$ cat config.mk
export PLATFORM = sky130hd
export DESIGN_NAME = spi_master_fifo_controller_core
export DESIGN_NICKNAME = d
export VERILOG_FILES = /design/src/hdl/smfc_pkg.sv /design/src/hdl/smfc_ctrl.sv /design/src/hdl/smfc_dp.sv /design/src/hdl/spi_master_fifo_controller_core.sv
export SDC_FILE = /design/constraint.sdc
export NUM_CORES = 1
export LEC_CHECK = 0
export BUFFER_PORTS_ARGS = -buffer_cell sky130_fd_sc_hd__buf_2
export CORE_MARGIN = 4
export CORE_UTILIZATION = 61
export DETAILED_ROUTE_END_ITERATION = 7
export PLACE_DENSITY = 0.89
export REMOVE_ABC_BUFFERS = 1
export SLEW_MARGIN = 15
export SYNTH_ARGS = -nofsm -noshare
export SYNTH_HDL_FRONTEND = slang
export SYNTH_SLANG_ARGS = --single-unit
$ cat constraint.sdc
create_clock -name clk -period 3.4 [get_ports clk]
set_input_delay 0.51 -clock clk [delete_from_list [all_inputs] [get_ports clk]]
set_output_delay 0.51 -clock clk [all_outputs]
set_load 0.05 [all_outputs]
$ cat src/hdl/smfc_pkg.sv
// ----------------------------------------------------------------------------
// smfc_pkg
// Shared types and constants of the register-mapped SPI master: request and
// response payloads, bus offsets, transfer phases and the controller/datapath
// command and status groups.
// ----------------------------------------------------------------------------
package smfc_pkg;

  // fifo geometry
  localparam int FIFO_DEPTH = 8;
  localparam int PTR_W      = 3;

  // request kinds
  localparam logic [1:0] REQ_BUS_WRITE = 2'd0;
  localparam logic [1:0] REQ_BUS_READ  = 2'd1;
  localparam logic [1:0] REQ_TICK      = 2'd2;

  // register offsets
  localparam logic [3:0] OFF_OPCODE  = 4'h0;
  localparam logic [3:0] OFF_COUNT   = 4'h1;
  localparam logic [3:0] OFF_CONTROL = 4'h2;
  localparam logic [3:0] OFF_FIFO    = 4'hC;
  localparam logic [3:0] OFF_POINTER = 4'hD;

  // control register bits and count limits
  localparam int         CTRL_EXEC_BIT = 0;
  localparam int         CTRL_PRST_BIT = 4;
  localparam logic [7:0] CTRL_STORE_MASK = 8'hEF;
  localparam logic [3:0] COUNT_MAX       = 4'd8;
  localparam logic [2:0] BIT_LAST        = 3'd7;

  // transfer phases
  typedef enum logic [1:0] {
    PH_IDLE,
    PH_OPCODE,
    PH_WRITE,
    PH_READ
  } phase_t;

  // request payload
  typedef struct packed {
    logic [1:0] req_type;
    logic [3:0] reg_offset;
    logic [7:0] write_data;
    logic       miso_bit;
  } req_t;

  // response payload
  typedef struct packed {
    logic [7:0] read_data;
    logic       busy_res;
    logic       chip_select;
    logic       mosi_bit;
  } rsp_t;

  // controller to datapath commands
  typedef struct packed {
    logic bus_wr;      // register write while idle
    logic bus_rd;      // register read
    logic bus_rd_adv;  // fifo read advances pointer
    logic start;       // begin a transfer
    logic tick;        // move one serial bit
    logic shift_out;   // tick drives mosi (opcode or write phase)
    logic load_byte;   // load next write byte from fifo
    logic byte_clr;    // clear byte counter
    logic byte_inc;    // advance byte counter
    logic rd_enter;    // enter read phase
    logic rd_store;    // store received byte into fifo
    logic finish;      // clear execute bit
  } dp_cmd_t;

  // datapath to controller status
  typedef struct packed {
    logic last_bit;
    logic wr_nz;
    logic rd_nz;
    logic wr_more;
    logic rd_done;
    logic exec_bit;
  } dp_stat_t;

endpackage

$ cat src/hdl/smfc_ctrl.sv
// ----------------------------------------------------------------------------
// smfc_ctrl
// Transfer sequencer: tracks the phase (opcode, write bytes, read bytes) and
// issues per-request commands to the datapath.
// ----------------------------------------------------------------------------
module smfc_ctrl
  import smfc_pkg::*;
(
  input  logic     clk,
  input  logic     rst,
  input  logic     accept,
  input  req_t     req,
  input  dp_stat_t stat,
  output dp_cmd_t  cmd,
  output logic     busy_now,
  output logic     busy_after
);

  phase_t phase;
  phase_t phase_next;
  logic   is_wr;
  logic   is_rd;
  logic   is_tick;
  logic   byte_end;

  // request decode
  assign is_wr    = accept && (req.req_type == REQ_BUS_WRITE);
  assign is_rd    = accept && (req.req_type == REQ_BUS_READ);
  assign is_tick  = accept && (req.req_type == REQ_TICK) && (phase != PH_IDLE);
  assign byte_end = is_tick && stat.last_bit;

  // phase register
  always_ff @(posedge clk) begin
    if (rst) begin
      phase <= PH_IDLE;
    end else begin
      phase <= phase_next;
    end
  end

  // next phase
  always_comb begin
    phase_next = phase;
    case (phase)
      PH_IDLE: begin
        if (is_wr && (req.reg_offset == OFF_CONTROL) && req.write_data[CTRL_EXEC_BIT]) begin
          phase_next = PH_OPCODE;
        end
      end
      PH_OPCODE: begin
        if (byte_end) begin
          if (stat.wr_nz) begin
            phase_next = PH_WRITE;
          end else if (stat.rd_nz) begin
            phase_next = PH_READ;
          end else begin
            phase_next = PH_IDLE;
          end
        end
      end
      PH_WRITE: begin
        if (byte_end && !stat.wr_more) begin
          phase_next = stat.rd_nz ? PH_READ : PH_IDLE;
        end
      end
      PH_READ: begin
        if (byte_end && stat.rd_done) begin
          phase_next = PH_IDLE;
        end
      end
      default: phase_next = PH_IDLE;
    endcase
  end

  // datapath commands
  always_comb begin
    cmd            = '0;
    cmd.bus_wr     = is_wr && (phase == PH_IDLE);
    cmd.bus_rd     = is_rd;
    cmd.bus_rd_adv = is_rd && (req.reg_offset == OFF_FIFO) && (phase == PH_IDLE);
    cmd.start      = cmd.bus_wr && (req.reg_offset == OFF_CONTROL)
                     && req.write_data[CTRL_EXEC_BIT];
    cmd.tick       = is_tick;
    cmd.shift_out  = (phase == PH_OPCODE) || (phase == PH_WRITE);
    case (phase)
      PH_OPCODE: begin
        if (byte_end) begin
          if (stat.wr_nz) begin
            cmd.load_byte = 1'b1;
            cmd.byte_clr  = 1'b1;
          end else if (stat.rd_nz) begin
            cmd.rd_enter = 1'b1;
          end else begin
            cmd.finish = 1'b1;
          end
        end
      end
      PH_WRITE: begin
        if (byte_end) begin
          cmd.byte_inc = 1'b1;
          if (stat.wr_more) begin
            cmd.load_byte = 1'b1;
          end else if (stat.rd_nz) begin
            cmd.rd_enter = 1'b1;
          end else begin
            cmd.finish = 1'b1;
          end
        end
      end
      PH_READ: begin
        if (byte_end) begin
          cmd.rd_store = 1'b1;
          cmd.byte_inc = 1'b1;
          cmd.finish   = stat.rd_done;
        end
      end
      default: begin
      end
    endcase
  end

  assign busy_now   = (phase != PH_IDLE);
  assign busy_after = (phase_next != PH_IDLE);

endmodule

$ cat src/hdl/smfc_dp.sv
// ----------------------------------------------------------------------------
// smfc_dp
// Register file, byte fifo with auto-incrementing pointer, serial shifter and
// bit/byte counters of the SPI master.
// ----------------------------------------------------------------------------
module smfc_dp
  import smfc_pkg::*;
(
  input  logic       clk,
  input  logic       rst,
  input  req_t       req,
  input  dp_cmd_t    cmd,
  output dp_stat_t   stat,
  output logic [7:0] read_data,
  output logic       mosi_bit
);

  logic [7:0]       opcode_reg;
  logic [7:0]       count_reg;
  logic [7:0]       control_reg;
  logic [7:0]       fifo_store [FIFO_DEPTH];
  logic [PTR_W-1:0] fifo_pointer;
  logic [7:0]       shift_byte;
  logic [2:0]       bit_counter;
  logic [4:0]       byte_counter;

  logic [7:0]       fifo_word;
  logic [7:0]       shifted;
  logic [5:0]       byte_plus;
  logic [3:0]       cnt_lo;
  logic [3:0]       cnt_hi;
  logic             wr_fifo;

  assign fifo_word = fifo_store[fifo_pointer];
  assign shifted   = cmd.shift_out ? {shift_byte[6:0], 1'b0}
                                   : {shift_byte[6:0], req.miso_bit};
  assign byte_plus = {1'b0, byte_counter} + 6'd1;

  // count clamp
  assign cnt_lo = (req.write_data[3:0] > COUNT_MAX) ? COUNT_MAX : req.write_data[3:0];
  assign cnt_hi = (req.write_data[7:4] > COUNT_MAX) ? COUNT_MAX : req.write_data[7:4];

  assign wr_fifo = cmd.bus_wr && (req.reg_offset == OFF_FIFO);

  // configuration registers
  always_ff @(posedge clk) begin
    if (rst) begin
      opcode_reg  <= '0;
      count_reg   <= '0;
      control_reg <= '0;
    end else begin
      if (cmd.bus_wr && (req.reg_offset == OFF_OPCODE)) begin
        opcode_reg <= req.write_data;
      end
      if (cmd.bus_wr && (req.reg_offset == OFF_COUNT)) begin
        count_reg <= {cnt_hi, cnt_lo};
      end
      if (cmd.bus_wr && (req.reg_offset == OFF_CONTROL)) begin
        control_reg <= req.write_data & CTRL_STORE_MASK;
      end else if (cmd.finish) begin
        control_reg[CTRL_EXEC_BIT] <= 1'b0;
      end
    end
  end

  // fifo pointer
  always_ff @(posedge clk) begin
    if (rst) begin
      fifo_pointer <= '0;
    end else if (cmd.bus_wr && (req.reg_offset == OFF_CONTROL)
                 && req.write_data[CTRL_PRST_BIT]) begin
      fifo_pointer <= '0;
    end else if (wr_fifo || cmd.bus_rd_adv || cmd.load_byte || cmd.rd_store) begin
      fifo_pointer <= fifo_pointer + 1'b1;
    end
  end

  // fifo storage
  always_ff @(posedge clk) begin
    if (wr_fifo) begin
      fifo_store[fifo_pointer] <= req.write_data;
    end else if (cmd.rd_store) begin
      fifo_store[fifo_pointer] <= shifted;
    end
  end

  // shifter and counters
  always_ff @(posedge clk) begin
    if (rst) begin
      shift_byte   <= '0;
      bit_counter  <= '0;
      byte_counter <= '0;
    end else begin
      if (cmd.start) begin
        shift_byte <= opcode_reg;
      end else if (cmd.load_byte) begin
        shift_byte <= fifo_word;
      end else if (cmd.rd_enter || cmd.rd_store) begin
        shift_byte <= '0;
      end else if (cmd.tick) begin
        shift_byte <= shifted;
      end

      if (cmd.start) begin
        bit_counter <= '0;
      end else if (cmd.tick) begin
        bit_counter <= bit_counter + 1'b1;
      end

      if (cmd.start || cmd.byte_clr || cmd.rd_enter) begin
        byte_counter <= '0;
      end else if (cmd.byte_inc) begin
        byte_counter <= byte_plus[4:0];
      end
    end
  end

  // status to controller
  assign stat.last_bit = (bit_counter == BIT_LAST);
  assign stat.wr_nz    = (count_reg[3:0] != 4'd0);
  assign stat.rd_nz    = (count_reg[7:4] != 4'd0);
  assign stat.wr_more  = (byte_plus < {2'b00, count_reg[3:0]});
  assign stat.rd_done  = (byte_plus >= {2'b00, count_reg[7:4]});
  assign stat.exec_bit = control_reg[CTRL_EXEC_BIT];

  // bus read mux
  always_comb begin
    read_data = '0;
    if (cmd.bus_rd) begin
      case (req.reg_offset)
        OFF_OPCODE:  read_data = opcode_reg;
        OFF_COUNT:   read_data = count_reg;
        OFF_CONTROL: read_data = control_reg;
        OFF_FIFO:    read_data = fifo_word;
        OFF_POINTER: read_data = {{(8-PTR_W){1'b0}}, fifo_pointer};
        default:     read_data = '0;
      endcase
    end
  end

  assign mosi_bit = cmd.tick && cmd.shift_out && shift_byte[7];

endmodule

$ cat src/hdl/spi_master_fifo_controller_core.sv
// An accepted request's response is held in the output register from the next cycle.
// Throughput: one request per cycle; each request is a single register update
// of the phase sequencer and datapath, and the output register frees as it is taken.
// A request is held off only while a response waits unread.
// Reset (rst, synchronous): registers, pointer, counters cleared, phase idle, no response.
// ----------------------------------------------------------------------------
// spi_master_fifo_controller_core
// Register-mapped SPI master with an 8-byte fifo: bus reads and writes of the
// register file and serial bit ticks, one response per request.
// ----------------------------------------------------------------------------
module spi_master_fifo_controller_core
  import smfc_pkg::*;
(
  input  logic clk,
  input  logic rst,
  input  logic req_valid,
  output logic req_stall,
  input  req_t req_item,
  output logic rsp_valid,
  input  logic rsp_stall,
  output rsp_t rsp_item
);

  logic       accept;
  dp_cmd_t    cmd;
  dp_stat_t   stat;
  logic       busy_now;
  logic       busy_after;
  logic [7:0] rd_byte;
  logic       mosi;
  rsp_t       rsp_next;

  // request handshake
  assign req_stall = rsp_valid && rsp_stall;
  assign accept    = req_valid && !req_stall;

  smfc_ctrl u_ctrl (
    .clk        (clk),
    .rst        (rst),
    .accept     (accept),
    .req        (req_item),
    .stat       (stat),
    .cmd        (cmd),
    .busy_now   (busy_now),
    .busy_after (busy_after)
  );

  smfc_dp u_dp (
    .clk       (clk),
    .rst       (rst),
    .req       (req_item),
    .cmd       (cmd),
    .stat      (stat),
    .read_data (rd_byte),
    .mosi_bit  (mosi)
  );

  // response assembly
  always_comb begin
    rsp_next.read_data   = rd_byte;
    rsp_next.busy_res    = busy_after;
    rsp_next.chip_select = cmd.tick || busy_after;
    rsp_next.mosi_bit    = mosi;
  end

  // output register
  always_ff @(posedge clk) begin
    if (rst) begin
      rsp_valid <= 1'b0;
    end else if (accept) begin
      rsp_valid <= 1'b1;
    end else if (!rsp_stall) begin
      rsp_valid <= 1'b0;
    end
  end

  always_ff @(posedge clk) begin
    if (accept) begin
      rsp_item <= rsp_next;
    end
  end

`ifndef SYNTHESIS
  // execute bit tracks the sequencer phase
  a_exec_matches_phase: assert property (@(posedge clk) disable iff (rst)
    busy_now == stat.exec_bit)
    else $error("execute bit and transfer phase disagree");

  // a driven serial bit always comes with chip select
  a_mosi_under_cs: assert property (@(posedge clk) disable iff (rst)
    rsp_valid && rsp_item.mosi_bit |-> rsp_item.chip_select)
    else $error("mosi driven without chip select");

  // busy always keeps chip select asserted
  a_busy_under_cs: assert property (@(posedge clk) disable iff (rst)
    rsp_valid && rsp_item.busy_res |-> rsp_item.chip_select)
    else $error("busy response without chip select");
`endif

endmodule
Word level (Yosys, flattened, before mapping)
Memories as Yosys holds them, arrays and structs flattened. A register that Yosys moved wholly into a read port is not among the register bits.
Index checks and enable logic that the tools add are counted.
W data, S select, Z words.
{"block": "totals", "mem_count": 1, "out_inout_bits": 13, "word_cells": 127, "ff_bits": 56, "input_bits": 19, "ram_bits": 64}
{"block": "classes", "n_eq_ne": 11, "n_mux": 49, "n_lt_le_gt_ge": 4, "n_addsub": 3, "bitwise": 1, "n_reduce_logical": 44}
{"name": "u_dp.fifo_store", "depth": 8, "width": 8, "rd": 1, "rd_ports_with_merged_regs": 1, "wr": 1, "line": "smfc_dp.sv:21", "source": "logic [7:0] fifo_store [FIFO_DEPTH];"}
{"op": "$mux W8", "count": 5}
{"op": "$pmux W8 S5", "count": 1}
{"op": "$mux W1", "count": 24}
{"op": "$logic_and A1 B1 Y1", "count": 22}
{"op": "$mux W2", "count": 10}
{"op": "$reduce_bool A4 Y1", "count": 3}
{"op": "$eq A4 B4 Y1 const B", "count": 2}
{"op": "$gt A4 B4 Y1 const B", "count": 2}
{"op": "$logic_or A1 B1 Y1", "count": 8}
{"op": "$mux W4", "count": 2}
{"op": "$pmux W2 S4", "count": 1}
{"op": "$add A3 B1 Y3 const B", "count": 2}
{"op": "$add A5 B1 Y6 const B", "count": 1}
{"op": "$eq A2 B2 Y1 const B", "count": 3}
{"op": "$ge A6 B4 Y1", "count": 1}
{"op": "$lt A6 B4 Y1", "count": 1}
{"op": "$mux W3", "count": 2}
{"op": "$pmux W1 S2", "count": 3}
{"op": "$reduce_bool A2 Y1", "count": 3}
{"op": "$reduce_or A2 Y1", "count": 3}
{"op": "$eq A2 B1 Y1 const B", "count": 2}
{"op": "$eq A4 B1 Y1 const B", "count": 1}
{"op": "$eq A4 B2 Y1 const B", "count": 1}
{"op": "$logic_not A2 Y1", "count": 2}
{"op": "other kinds (6)", "count": 7}

Longest topological paths before layout
{"block": "depth", "word_depth": 12, "mapped_depth": 10, "depth_no_buf": 9}

By module
A second synthesis with hierarchy kept.
{"block": "hier_totals", "hier_cells": 469, "hier_area_um2": 5795.6}
{"mod": "smfc_dp", "cells_per_inst": 397, "area_each_um2": 4997.3, "n_inst": 1, "seq_area_each_um2": 2822.7}
{"mod": "smfc_ctrl", "cells_per_inst": 55, "area_each_um2": 415.4, "n_inst": 1, "seq_area_each_um2": 40.0}
{"mod": "spi_master_fifo_controller_core", "cells_per_inst": 17, "area_each_um2": 382.9, "n_inst": 1, "seq_area_each_um2": 350.3}

Worst setup path after synthesis
Ideal clock, no wire load.
{"block": "synth_path", "path_kind": "register -> register", "from": "register u_ctrl.phase[0]", "to": "memory u_dp.fifo_store[0][0] (enable)", "t_arrival_ns": 2.369, "n_path_buf": 1, "period_less_slack_ns": 2.753, "setup_ns": 0.383, "path_stages_with_launch": 10, "required_ns": 3.017, "setup_slack_ns": 0.647, "path_cell_list": "dfxtp_1 inv_1 ha_1 and4bb_2 and2_1 buf_2 nand2_1 o21ai_0 nand2b_1 nor3_1"}
{"block": "synth_between", "elab_chain_cells": 9, "elab_cells_between_ends": 15, "cone_classes": "eq/ne (1); mux (7); bitwise (1); reduce/logical (6)"}
{"item": "start, declared", "line": "smfc_ctrl.sv:19", "source": "phase_t phase;"}
{"item": "start signal, assigned", "line": "smfc_ctrl.sv:37", "source": "phase <= phase_next;"}
{"item": "$reduce_bool A2 Y1", "line": "smfc_ctrl.sv:29", "source": "assign is_tick = accept && (req.req_type == REQ_TICK) && (phase != PH_IDLE);"}
{"item": "$logic_and A1 B1 Y1", "line": "smfc_ctrl.sv:29"}
{"item": "$logic_and A1 B1 Y1", "line": "smfc_ctrl.sv:30", "source": "assign byte_end = is_tick && stat.last_bit;"}
{"item": "$mux W2", "line": "smfc_ctrl.sv:111", "source": "if (byte_end) begin"}
{"item": "$mux W1", "line": "smfc_ctrl.sv:85", "source": "case (phase)"}
{"item": "$mux W1", "line": "smfc_dp.sv:82", "source": "end else if (cmd.rd_store) begin"}
{"item": "$mux W1", "line": "smfc_dp.sv:80", "source": "if (wr_fifo) begin"}
{"item": "$mux W1 (not written as such)", "line": "smfc_dp.sv:83", "source": "fifo_store[fifo_pointer] <= shifted;"}
{"item": "$or A1 B1 Y1 (no source line) *"}
{"item": "end, declared", "line": "smfc_dp.sv:21"}
Every way passes the cells marked *; elsewhere a longest branch is shown, timed or not.

Worst setup path in the final report
{"block": "layout_path", "from": "register u_ctrl.phase[1]", "to": "memory u_dp.fifo_store[3][0] (enable)"}
The elaborated chain is that of the path after synthesis.

==> results.cfg <==
[route]
route.detailed.drc = 0
drt_iter0_drc = 605
firstDrtPassIters = 6
viasPerCell = 6.731
vias = 4496
ant_nets = 0
wl_um = 15160
avgRoutedWirePerCell_um = 22.69

[placed_design]
place_area_um2 = 6254
gp_congestion = 0.9615
dpl.hpwl_um = 10230
io_buffer_count = 31

[global_routing]
antenna_found_initial = 0
grt_usage = 0.2774
grt_max_degree = 40
grt-ovfl-total = 0
grt_first_pass_wirelength_um = 23890
grt_pass1_vias = 4470

[yosys]
synth_top_area_share = 0.3797
synthXorXnorAreaFrac = 0.01181
ys_ff_latch = 123
synth_top_family_by_area = multiplexers
synthesis.instances = 482
synth-simple-area-share = 0.1314
synth.area.top_cells = edfxtp_1, dfxtp_1, mux4_2
synth_edf_count = 75
async_reset_ff_frac = 0
synth_adder_area_share = 0.03165
yosys-mux-area-fraction = 0.1466
syn_area_um2 = 5931
synth_top_area_cell = edfxtp_1
yosysWarningCount = 0
synth_compound_area_frac = 0.1093
ys.flop_type = edfxtp_1
synth_cell_types = 68
synth.avg_cell_area_um2 = 12.30
synth_seq_area_share = 0.5418

[layout]
layout-drive-gt1-share = 0.2430
final_cell_mix = edfxtp_1, nor2_1, dfxtp_1, mux2i_1, buf_2
nets = 560
regMostFlops = u_dp.fifo_store
syn_to_final_growth_pct = 14.92
largest_reg_flops = 64
design_area_um2 = 6815
fill_cells = 606
largestRegisters = u_dp.fifo_store x64, rsp_item x11
antennaDiodeCount = 0
final_common_cell = edfxtp_1

[sta]
fin_crit_sh = 0.8436
finClkSkew_ns = 0.01107
fmax_ghz = 0.3487
post-route-min-period_ns = 2.868
fin_setup_tns_ns = 0
rsz0062_at_grt = no
maxSlewHeadroom = 0.4413
worst_pin_slew_ns = 0.8304
setup_viol = 0
holdWs_ns = 0.2410
slew_viol_final = 0
hold_viol_final = 0

[cts]
insertion_delay_ns = 0.52
ctsResizeCount = 0
cts.sinks = 123
cts-root-to-sink-buffers = 2
tritoncts = yes
clkTransAtPathRegs_ns = 0.06
cts-htree-levels = 4
postCtsHoldBufs = 0
root_buffer = clkbuf_8
cts_setup_buffers = 0
numCtsBuffers = 17

[power_and_ir_drop]
ir_drop_uv = 397.6
static-leakage-power_uw = 0.002378
power_uw = 3523
power.density_nw_per_um2 = 517.0

[floorplan]
ios = 32
coreArea_um2 = 9371
die_w_um = 106.6
start_util = 0.6328
fp.dieH_um = 106.6
die_area_um2 = 11360
rows = 35

[worst_setup_path]
critPathLaunchType = flop
crit_family = simple AND/OR/NAND/NOR gates
worst_setup_path_end_kind = flop
cpMostUsedCell = nand2_1
cpPeakStageDelay_ns = 0.62
cp_cell_sequence = inv_1 -> ha_1 -> and4bb_2 -> and2_1 -> nand2_1 -> o21ai_0 -> nand2_1 -> nor2_1
cp.required_ns = 3.55
cp_slowest_cell = nor2_1
cp_max_fo = 11
path_buf_inv = 1
crit_type = reg2reg
critPathArrivalTime_ns = 3.02

[status]
status = completed

[job]
maxCapViolCount = 0

[hold_path]
hold_class = in2reg
## metrics by stage
stage / util / worst slack, ns / std cells
3_3_place_gp: 0.6673 / 0.7463 / 636
2_1_floorplan: - / 0.001092 / 460
5_1_grt: 0.7272 / 0.3677 / 668
4_1_cts: 0.7272 / 0.6003 / 668
6_report: 0.7272 / 0.5319 / 668
3_5_place_dp: 0.6673 / 0.6457 / 636
## cells by family (layout without fill, tap and decap cells)
family / after synthesis / count (layout)
buffers and inverters: 35 / 92
xor gates and xnor gates: 8 / 8
adders and majority gates: 15 / 15
and+or+nand+nor: 147 / 147
muxes: 65 / 65
AOI/OAI and AO/OA: 89 / 89
DFF: 123 / 123
## path summary, 6_finish.rpt
| check | from | end | slack, ns | cells past startpoint |
|---|---|---|---|---|
| max | u_ctrl.phase[1]$_SDFF_PP0_ | u_dp.fifo_store[3][0]$_DFFE_PP_ | 0.53 | 8 |
| min | req_valid | rsp_valid$_SDFFE_PP0P_ | 0.24 | 3 |
| max reg2reg | u_ctrl.phase[1]$_SDFF_PP0_ | u_dp.fifo_store[3][0]$_DFFE_PP_ | 0.53 | 8 |
| min reg2reg | u_dp.control_reg[3]$_SDFFE_PP0P_ | u_dp.control_reg[3]$_SDFFE_PP0P_ | 0.50 | 2 |
## per-layer routing
layer | track usage | vias to the layer above | routed length [um]
met5 | 0 | - | 0
met4 | 0.1342 | 0 | 648
met3 | 0.06321 | 81 | 1595
met2 | 0.4406 | 329 | 7107
met1 | 0.3620 | 2163 | 5808
li1 | - | 1923 | -
## worst register-to-register path, cell delays in order, from the launching register on
cell and delay, ns:
dfxtp_1 0.40, inv_1 0.14, ha_1 0.34, and4bb_2 0.41, and2_1 0.17, nand2_1 0.08
o21ai_0 0.16, nand2_1 0.18, nor2_1 0.62
## Yosys cell counts (7+ instances only)
cell       n
clkbuf_1  12
a21oi_1   12
dfxtp_1   48
and2b_2    7
mux4_2    16
nand2_1   11
edfxtp_1  75
ha_1      15
o21ai_0   19
nor3_1     9
inv_1     13
o21a_1     8
a22oi_1    7
mux2i_1   34
a221oi_1  12
nor2_1    62
mux2_2    15
nand3_1   15
## report_power, final
group / total, uW / switching, uW / leakage [uW] / internal, uW
Combinational: 187 / 134 / 0.00103 / 52.1
Clock: 1730 / 688 / 0.000280 / 1050
Sequential: 1600 / 6.63 / 0.00107 / 1600
## area by class of cell
type	instances	area (um^2)	area share
multi-input cells	324	2555	0.3749
clock buffers	18	417.9	0.06132
repair buffers	47	275.3	0.04039
well taps	129	161.4	0.02368
flip-flops and latches	123	3213	0.4715
inverters	13	48.80	0.007160
clock inverters	14	143.9	0.02111
(Power assumes the default switching activity.)
